### src/rtl/masked_code_fingerprint_hash_defines.svh
// Assertion helpers for the RTL; every check is clocked on clk and
// held off while rst_n is low.
`ifndef MASKED_CODE_FINGERPRINT_HASH_DEFINES_SVH
`define MASKED_CODE_FINGERPRINT_HASH_DEFINES_SVH

// Same-cycle implication.
`define MCFH_ASSERT_NOW(label, ante, cons, msg) \
  label: assert property (@(posedge clk) disable iff (!rst_n) (ante) |-> (cons)) \
    else $error(msg);

// Next-cycle implication.
`define MCFH_ASSERT_NEXT(label, ante, cons, msg) \
  label: assert property (@(posedge clk) disable iff (!rst_n) (ante) |=> (cons)) \
    else $error(msg);

`endif

### src/rtl/mcfh_pkg.sv
package mcfh_pkg;

  localparam int DataW      = 32;
  localparam int LenW       = 24;
  localparam int HashW      = 64;
  localparam int NumLengths = 6;
  localparam int CfgIdxW    = 3;

  localparam logic [HashW-1:0] FnvBasis = 64'hcbf2_9ce4_8422_2325;

  // Configuration register indexes
  localparam logic [CfgIdxW-1:0] CfgMode = 3'd0;
  localparam logic [CfgIdxW-1:0] CfgLen0 = 3'd1;
  localparam logic [CfgIdxW-1:0] CfgLen5 = 3'd6;

  typedef enum logic [1:0] {
    KIND_PREFIX = 2'd0,
    KIND_WHOLE  = 2'd1,
    KIND_SHORT  = 2'd2
  } mcfh_kind_t;

  typedef enum logic [1:0] {
    ST_IDLE,
    ST_FOLD,
    ST_PREFIX,
    ST_FINAL
  } mcfh_state_t;

  typedef struct packed {
    logic fold;
    logic init;
  } mcfh_hash_ctl_t;

  // Clear the link-dependent immediate fields of branches, ADR/ADRP and
  // literal loads so the fingerprint does not depend on placement.
  function automatic logic [DataW-1:0] mask_position(input logic [DataW-1:0] w);
    logic [DataW-1:0] r;
    r = w;
    if ((w & 32'hFC00_0000) == 32'h9400_0000 || (w & 32'hFC00_0000) == 32'h1400_0000) begin
      r = w & 32'hFC00_0000;
    end else if ((w & 32'hFF00_0010) == 32'h5400_0000) begin
      r = w & 32'hFF00_001F;
    end else if ((w & 32'h7E00_0000) == 32'h3400_0000) begin
      r = w & 32'hFF00_001F;
    end else if ((w & 32'h7E00_0000) == 32'h3600_0000) begin
      r = w & 32'hFFF8_001F;
    end else if ((w & 32'h1F00_0000) == 32'h1000_0000) begin
      r = w & 32'h9F00_001F;
    end else if ((w & 32'h3B00_0000) == 32'h1800_0000) begin
      r = w & 32'hFF00_00FF;
    end
    return r;
  endfunction

endpackage

### src/rtl/mcfh_hash_core.sv
// One FNV-1a round per fold cycle on the running 64-bit hash.
module mcfh_hash_core (
  input  logic                          clk,
  input  logic                          rst_n,
  input  mcfh_pkg::mcfh_hash_ctl_t      ctl,
  input  logic [7:0]                    fold_byte,
  output logic [mcfh_pkg::HashW-1:0]    acc
);

  logic [mcfh_pkg::HashW-1:0] acc_r;
  logic [mcfh_pkg::HashW-1:0] acc_nxt;
  logic [mcfh_pkg::HashW-1:0] x;
  logic [mcfh_pkg::HashW-1:0] prod;

  // Prime is 2^40 + 0x1b3: multiply as a sum of shifted copies.
  always_comb begin
    x    = acc_r ^ {56'd0, fold_byte};
    prod = (x << 40) + (x << 8) + (x << 7) + (x << 5) + (x << 4) + (x << 1) + x;
  end

  always_comb begin
    acc_nxt = acc_r;
    if (ctl.init) begin
      acc_nxt = mcfh_pkg::FnvBasis;
    end else if (ctl.fold) begin
      acc_nxt = prod;
    end
  end

  always_ff @(posedge clk) begin
    if (!rst_n) begin
      acc_r <= mcfh_pkg::FnvBasis;
    end else begin
      acc_r <= acc_nxt;
    end
  end

  assign acc = acc_r;

endmodule

### src/rtl/masked_code_fingerprint_hash.sv
// Code fingerprint hasher: folds a body of AArch64 words (placement-dependent
// fields masked) or raw bytes into a 64-bit FNV-1a hash, reporting prefix
// hashes at the configured lengths and the whole-body hash on the last item,
// both only if the body is 8 bytes or more (else a short result, hash zero).
// One request at a time goes through a single FNV round unit, one byte per
// cycle: a word request takes four byte rounds, a byte request one, a request
// past the body none. The user must see that configuration is written only
// while no request is in flight; the block itself does not enforce this.
`include "masked_code_fingerprint_hash_defines.svh"

module masked_code_fingerprint_hash (
  input  logic                              clk,
  input  logic                              rst_n,
  // configuration
  input  logic                              cfg_we,
  input  logic [mcfh_pkg::CfgIdxW-1:0]      cfg_index,
  input  logic [mcfh_pkg::LenW-1:0]         cfg_wdata,
  // request channel
  input  logic                              in_valid,
  output logic                              in_stall,
  input  logic [mcfh_pkg::DataW-1:0]        in_data_word,
  input  logic [mcfh_pkg::LenW-1:0]         in_body_size,
  input  logic                              in_last_item,
  // result channel
  output logic                              out_valid,
  input  logic                              out_stall,
  output logic [1:0]                        out_result_kind,
  output logic [mcfh_pkg::LenW-1:0]         out_covered_bytes,
  output logic [mcfh_pkg::HashW-1:0]        out_hash_value,
  output logic                              out_last_result
);

  localparam int LenW  = mcfh_pkg::LenW;
  localparam int HashW = mcfh_pkg::HashW;
  localparam int DataW = mcfh_pkg::DataW;

  // configuration registers
  logic                                   mode_r;
  logic [LenW-1:0]                        len_r [mcfh_pkg::NumLengths];

  // sequencer and request state
  mcfh_pkg::mcfh_state_t                  state_r, state_nxt;
  logic [1:0]                             byte_idx_r, byte_idx_nxt;
  logic [DataW-1:0]                       word_r, word_nxt;
  logic [LenW-1:0]                        size_r, size_nxt;
  logic                                   last_r, last_nxt;
  logic [LenW-1:0]                        cnt_new_r, cnt_new_nxt;
  logic [LenW-1:0]                        byte_cnt_r, byte_cnt_nxt;

  // output register
  logic                                   out_valid_r, out_valid_nxt;
  mcfh_pkg::mcfh_kind_t                   out_kind_r, out_kind_nxt;
  logic [LenW-1:0]                        out_covered_r, out_covered_nxt;
  logic [HashW-1:0]                       out_hash_r, out_hash_nxt;
  logic                                   out_last_r, out_last_nxt;

  logic                                   accept;
  logic                                   slot_free;
  logic                                   out_load;
  logic                                   in_body;
  logic                                   big_body;
  logic                                   hit;
  logic [LenW:0]                          cnt_sum;
  logic [LenW:0]                          step;
  logic [HashW-1:0]                       acc;
  mcfh_pkg::mcfh_hash_ctl_t               hash_ctl;

  mcfh_hash_core u_hash (
    .clk       (clk),
    .rst_n     (rst_n),
    .ctl       (hash_ctl),
    .fold_byte (word_r[7:0]),
    .acc       (acc)
  );

  // configuration writes
  always_ff @(posedge clk) begin
    if (!rst_n) begin
      mode_r <= 1'b1;
      for (int i = 0; i < mcfh_pkg::NumLengths; i++) begin
        len_r[i] <= '0;
      end
    end else if (cfg_we) begin
      if (cfg_index == mcfh_pkg::CfgMode) begin
        mode_r <= cfg_wdata[0];
      end
      for (int i = 0; i < mcfh_pkg::NumLengths; i++) begin
        if (cfg_index == mcfh_pkg::CfgLen0 + mcfh_pkg::CfgIdxW'(i)) begin
          len_r[i] <= cfg_wdata;
        end
      end
    end
  end

  assign accept    = in_valid && !in_stall;
  assign slot_free = !out_valid_r || !out_stall;
  assign step      = mode_r ? (LenW+1)'(4) : (LenW+1)'(1);
  assign cnt_sum   = {1'b0, byte_cnt_r} + step;
  assign in_body   = cnt_sum <= {1'b0, in_body_size};
  assign big_body  = size_r[LenW-1:3] != '0;

  always_comb begin
    hit = 1'b0;
    for (int i = 0; i < mcfh_pkg::NumLengths; i++) begin
      if (len_r[i] != '0 && len_r[i] == cnt_new_r) begin
        hit = 1'b1;
      end
    end
  end

  // next state
  always_comb begin
    state_nxt = state_r;
    unique case (state_r)
      mcfh_pkg::ST_IDLE: begin
        if (accept) begin
          if (in_body) begin
            state_nxt = mcfh_pkg::ST_FOLD;
          end else if (in_last_item) begin
            state_nxt = mcfh_pkg::ST_FINAL;
          end
        end
      end
      mcfh_pkg::ST_FOLD: begin
        if (byte_idx_r == 2'd0) begin
          priority if (hit && big_body) begin
            state_nxt = mcfh_pkg::ST_PREFIX;
          end else if (last_r) begin
            state_nxt = mcfh_pkg::ST_FINAL;
          end else begin
            state_nxt = mcfh_pkg::ST_IDLE;
          end
        end
      end
      mcfh_pkg::ST_PREFIX: begin
        if (slot_free) begin
          state_nxt = last_r ? mcfh_pkg::ST_FINAL : mcfh_pkg::ST_IDLE;
        end
      end
      mcfh_pkg::ST_FINAL: begin
        if (slot_free) begin
          state_nxt = mcfh_pkg::ST_IDLE;
        end
      end
      default: state_nxt = mcfh_pkg::ST_IDLE;
    endcase
  end

  // sequencer outputs
  always_comb begin
    in_stall      = 1'b1;
    out_load      = 1'b0;
    hash_ctl      = '0;
    byte_idx_nxt  = byte_idx_r;
    word_nxt      = word_r;
    size_nxt      = size_r;
    last_nxt      = last_r;
    cnt_new_nxt   = cnt_new_r;
    byte_cnt_nxt  = byte_cnt_r;
    out_kind_nxt    = out_kind_r;
    out_covered_nxt = out_covered_r;
    out_hash_nxt    = out_hash_r;
    out_last_nxt    = out_last_r;
    unique case (state_r)
      mcfh_pkg::ST_IDLE: begin
        in_stall = 1'b0;
        if (accept) begin
          word_nxt     = mode_r ? mcfh_pkg::mask_position(in_data_word) : in_data_word;
          size_nxt     = in_body_size;
          last_nxt     = in_last_item;
          cnt_new_nxt  = cnt_sum[LenW-1:0];
          byte_idx_nxt = mode_r ? 2'd3 : 2'd0;
        end
      end
      mcfh_pkg::ST_FOLD: begin
        hash_ctl.fold = 1'b1;
        word_nxt      = word_r >> 8;
        byte_idx_nxt  = byte_idx_r - 2'd1;
        if (byte_idx_r == 2'd0) begin
          byte_cnt_nxt = cnt_new_r;
        end
      end
      mcfh_pkg::ST_PREFIX: begin
        if (slot_free) begin
          out_load        = 1'b1;
          out_kind_nxt    = mcfh_pkg::KIND_PREFIX;
          out_covered_nxt = byte_cnt_r;
          out_hash_nxt    = acc;
          out_last_nxt    = !last_r;
        end
      end
      mcfh_pkg::ST_FINAL: begin
        if (slot_free) begin
          out_load        = 1'b1;
          out_kind_nxt    = big_body ? mcfh_pkg::KIND_WHOLE : mcfh_pkg::KIND_SHORT;
          out_covered_nxt = byte_cnt_r;
          out_hash_nxt    = big_body ? acc : '0;
          out_last_nxt    = 1'b1;
          // start a new body
          hash_ctl.init   = 1'b1;
          byte_cnt_nxt    = '0;
        end
      end
      default: ;
    endcase
  end

  always_comb begin
    out_valid_nxt = out_valid_r;
    if (out_load) begin
      out_valid_nxt = 1'b1;
    end else if (!out_stall) begin
      out_valid_nxt = 1'b0;
    end
  end

  always_ff @(posedge clk) begin
    if (!rst_n) begin
      state_r     <= mcfh_pkg::ST_IDLE;
      byte_idx_r  <= '0;
      byte_cnt_r  <= '0;
      out_valid_r <= 1'b0;
    end else begin
      state_r     <= state_nxt;
      byte_idx_r  <= byte_idx_nxt;
      byte_cnt_r  <= byte_cnt_nxt;
      out_valid_r <= out_valid_nxt;
    end
  end

  always_ff @(posedge clk) begin
    word_r        <= word_nxt;
    size_r        <= size_nxt;
    last_r        <= last_nxt;
    cnt_new_r     <= cnt_new_nxt;
    out_kind_r    <= out_kind_nxt;
    out_covered_r <= out_covered_nxt;
    out_hash_r    <= out_hash_nxt;
    out_last_r    <= out_last_nxt;
  end

  assign out_valid         = out_valid_r;
  assign out_result_kind   = out_kind_r;
  assign out_covered_bytes = out_covered_r;
  assign out_hash_value    = out_hash_r;
  assign out_last_result   = out_last_r;

  `MCFH_ASSERT_NOW(a_fold_within_body, state_r == mcfh_pkg::ST_FOLD, cnt_new_r <= size_r, "fold past the end of the body")
  `MCFH_ASSERT_NEXT(a_final_restarts, state_r == mcfh_pkg::ST_FINAL && out_load, byte_cnt_r == '0 && state_r == mcfh_pkg::ST_IDLE && acc == mcfh_pkg::FnvBasis, "body state not restarted after final result")
  `MCFH_ASSERT_NOW(a_short_zero_hash, out_valid_r && out_kind_r == mcfh_pkg::KIND_SHORT, out_hash_r == '0 && out_last_r, "short-body result malformed")
  `MCFH_ASSERT_NOW(a_prefix_nonzero, out_valid_r && out_kind_r == mcfh_pkg::KIND_PREFIX, out_covered_r != '0, "prefix result with nothing covered")

endmodule

### config.mk
export PLATFORM = sky130hd
export DESIGN_NAME = masked_code_fingerprint_hash
export DESIGN_NICKNAME = d
export VERILOG_FILES = /design/src/rtl/mcfh_pkg.sv /design/src/rtl/mcfh_hash_core.sv /design/src/rtl/masked_code_fingerprint_hash.sv
export VERILOG_INCLUDE_DIRS = /design/src /design/src/rtl
export SDC_FILE = /design/constraint.sdc
export NUM_CORES = 1
export LEC_CHECK = 0
export ABC_AREA = 1
export BUFFER_PORTS_ARGS = -buffer_cell sky130_fd_sc_hd__clkbuf_2
export CORE_MARGIN = 5
export CORE_UTILIZATION = 45
export DETAILED_ROUTE_END_ITERATION = 8
export MAX_ROUTING_LAYER = met4
export SYNTH_ARGS = -nofsm -noshare
export SYNTH_HDL_FRONTEND = slang
export SYNTH_SLANG_ARGS = --single-unit
### constraint.sdc
create_clock -name clk -period 6.1 [get_ports clk]
set_input_delay 1.22 -clock clk [delete_from_list [all_inputs] [get_ports clk]]
set_output_delay 1.22 -clock clk [all_outputs]
set_load 0.005 [all_outputs]
==> flow_summary.yaml <==
yosys:
  syn_inst: 3655
  synth_edf_count: 313
  synth_mux_area_share_pct: 0
  synth_area_per_cell_um2: 8.30
  synth_xor_area_share_pct: 2.74
  synth_top_family_by_area: "adder cells"
  async_flop_share_pct: 0
  synth-simple-area-share_pct: 20.4
  synth_fa_ha_area_share_pct: 21.4
  yosysSeqAreaShare_pct: 37.2
  synth_ff_type: "edfxtp_1"
  ys_seq_elements: 407
  synth-compound-area-share_pct: 7.59
  ys_types: 51
  syn_area_um2: 30300
  yosysWarnings: 0
  synth_nets: 4118
critical_path:
  cp-end-kind: "flip-flop"
  r2r-start: "word_r[3]"
  critPathLaunch: "word_r[3]"
  crit_type: "reg2reg"
  worstPathArrival_ns: 5.84
  cp_max_fo: 9
  cp_data_required_time_ns: 6.59
  crit_path_start_kind: "flip-flop"
clocking:
  numCtsBuffers: 47
  cts_sinks: 407
  cts_setup_buffers: 0
  clock_latency_ns: 0.61
  tritoncts: "done"
  clk_pin_slew_ns: 0.06
  cts_resized: 0
  cts_buffer_depth: 3
  ctsHoldBuffers: 0
  cts_max_level: 2
  root_buffer: "clkbuf_16"
detailed_routing:
  ant_nets: 0
  routed_via_density: 5.10
  wl_per_cell_um: 20.2
  postRouteWirelength_mm: 96.2
  drc: 0
  first_pass_iters: 5
  vias: 24200
  drt_iter0_drc: 2286
global_route:
  gr-total-overflow: 0
  grt_first_pass_wirelength_mm: 147
  antenna_found_initial: 3
  grtUsageTotal_pct: 27.0
  grt_start_max_net_pins: 66
  grt_pass1_vias: 23800
timing:
  rsz0062_at_grt: "false"
  slew_viol_final: 0
  whs_ns: 0.455
  tns_ns: 0
  maxSlewHeadroom_pct: 45.6
  fin_ws_ns: 0.757
  setup_viol: 0
  fin_crit_ns: 5.34
  fin_worst_skew_ns: 0.0194
  worst_pin_slew_ns: 0.816
  fin_crit_sh_pct: 87.6
  finalHoldViolCount: 0
  fmax_mhz: 187
die:
  fp.coreArea_um2: 67000
  row_count: 95
  die_w_um: 270
  pin_count: 182
  dieArea_um2: 72700
  start_util_pct: 45.2
  die_h_um: 270
worst_hold_path:
  min_from: "byte_cnt_r[22]"
  hold_class: "reg2reg"
place:
  place_ws_ns: 0.866
  port_buffers: 181
  dp_hpwl_mm: 75.6
  place_congestion: 0.991
run:
  maxCapViolCount: 0
layout:
  drive_gt1_share_pct: 10.2
  final_nets: 4300
  syn2layout_area_growth_pct: 11.3
  n_fill_cell: 6543
run_status:
  outcome: "finished, final reports clean"
==> Yosys cell counts, drive strengths merged (10+ instances only) <==
library cell / count / area (um2)
nand4: 29 / 181
o21ai: 166 / 842
a21oi: 197 / 1030
clkbuf: 38 / 143
nor3: 29 / 198
buf: 36 / 176
edfxtp: 313 / 9400
a31oi: 14 / 87.6
xnor2: 28 / 245
fa: 240 / 4800
inv: 780 / 2930
nor2: 570 / 2210
dfxtp: 94 / 1880
o21bai: 13 / 101
nand3: 124 / 646
ha: 134 / 1680
o211ai: 10 / 75.1
xor2: 67 / 587
nand2: 731 / 2790
==> metal layers <==
metal / global-route usage, % / vias to the layer above / wire length, um
met4: 4.80 / 0 / 1590
met5: - / - / 0
met1: 38.9 / 11500 / 43900
li1: - / 11700 / -
met2: 39.7 / 907 / 41300
met3: 6.46 / 108 / 9380
==> metrics by stage <==
stage	area (um2)	std cells	utilization, %
final	33800	4751	50.4
after global routing	33800	4751	50.4
after CTS	33800	4748	50.3
after detailed placement	32200	4661	48.1
after global placement	32200	4661	48.1
after floorplan	30300	3655	-
==> cells in the final DEF (no fill, tap or decap), types with 6 or more instances in the layout <==
master     Yosys  routed
nand3_1      119     119
o21ai_1       48      48
edfxtp_1     313     313
inv_2         45      44
a21oi_2        6       7
clkinv_1       0       7
nor2_1       548     546
clkinv_2       0       8
nor4_1         6       6
dfxtp_1       94      94
a31oi_1       14      14
xor2_1        67      67
nand4_1       29      29
fa_1         240     240
buf_4          1      26
nor3_2         6       6
inv_1        735     735
xnor2_1       28      28
clkbuf_16      0      48
o21bai_1      12      12
nor2_4         4       6
o21ai_0      115     115
nand2_1      713     713
nor3_1        21      21
ha_1         134     134
clkbuf_1      38      14
o211ai_1      10      10
clkbuf_2       0     181
nand2_2       17      17
nor2_2        18      18
a21oi_1      189     187
==> path summary, 6_finish.rpt <==
path	endpoint	slack (ns)	cells past startpoint
worst min register to register	out_covered_bytes[22]	0.46	0
worst min-delay path	out_covered_bytes[22]	0.46	0
worst max-delay path	u_hash.acc[46]	0.76	20
worst max register to register	u_hash.acc[46]	0.76	20
==> cell type report <==
class                   count  area (um2)  area share [%]
multi-input cells        2394       15800            46.9
flip-flops and latches    407       11300            33.4
inverters                 780        2930            8.68
clock buffers              63        1270            3.75
repair buffers            207        1100            3.26
well taps                 873        1090            3.24
clock inverters            24         259           0.767
diodes                      3        7.51          0.0222
==> sequential cells by signal, indices dropped and copies added (netlist names) <==
register and cells:
u_hash.acc 64, cnt_new_r 24, out_covered_bytes 24, size_r 21, out_valid 1, byte_cnt_r 24
byte_idx_r 2, out_result_kind 2, len_r 144, mode_r 1, word_r 32, out_last_result 1
out_hash_value 64, state_r 2, last_r 1
==> cell families (layout without fill, tap and decap cells) <==
| kind of cell | Yosys count | in the layout |
|---|---|---|
| DFF | 407 | 407 |
| xor gates and xnor gates | 95 | 95 |
| other | 0 | 3 |
| buffers and inverters | 854 | 1074 |
| AOI/OAI and AO/OA | 420 | 420 |
| and+or+nand+nor | 1505 | 1505 |
| adders and majority gates | 374 | 374 |
==> critical path: stages (launching register included) <==
cell and delay (ns):
edfxtp_1 0.37, or2_2 0.28, nand2_1 0.25, inv_1 0.27
fa_1 0.46, fa_1 0.51, inv_1 0.05, fa_1 0.38
fa_1 0.51, inv_1 0.04, ha_1 0.33, inv_1 0.11
o21ai_0 0.18, a31oi_1 0.36, o21ai_0 0.28, nor2_1 0.26
nand3_1 0.21, a21oi_1 0.17, o21ai_1 0.10, nand2_1 0.07
inv_1 0.04
Power is left out: the tool's default activity adds up to more than one toggle a clock period on the data nets, which glitch-free logic cannot reach.
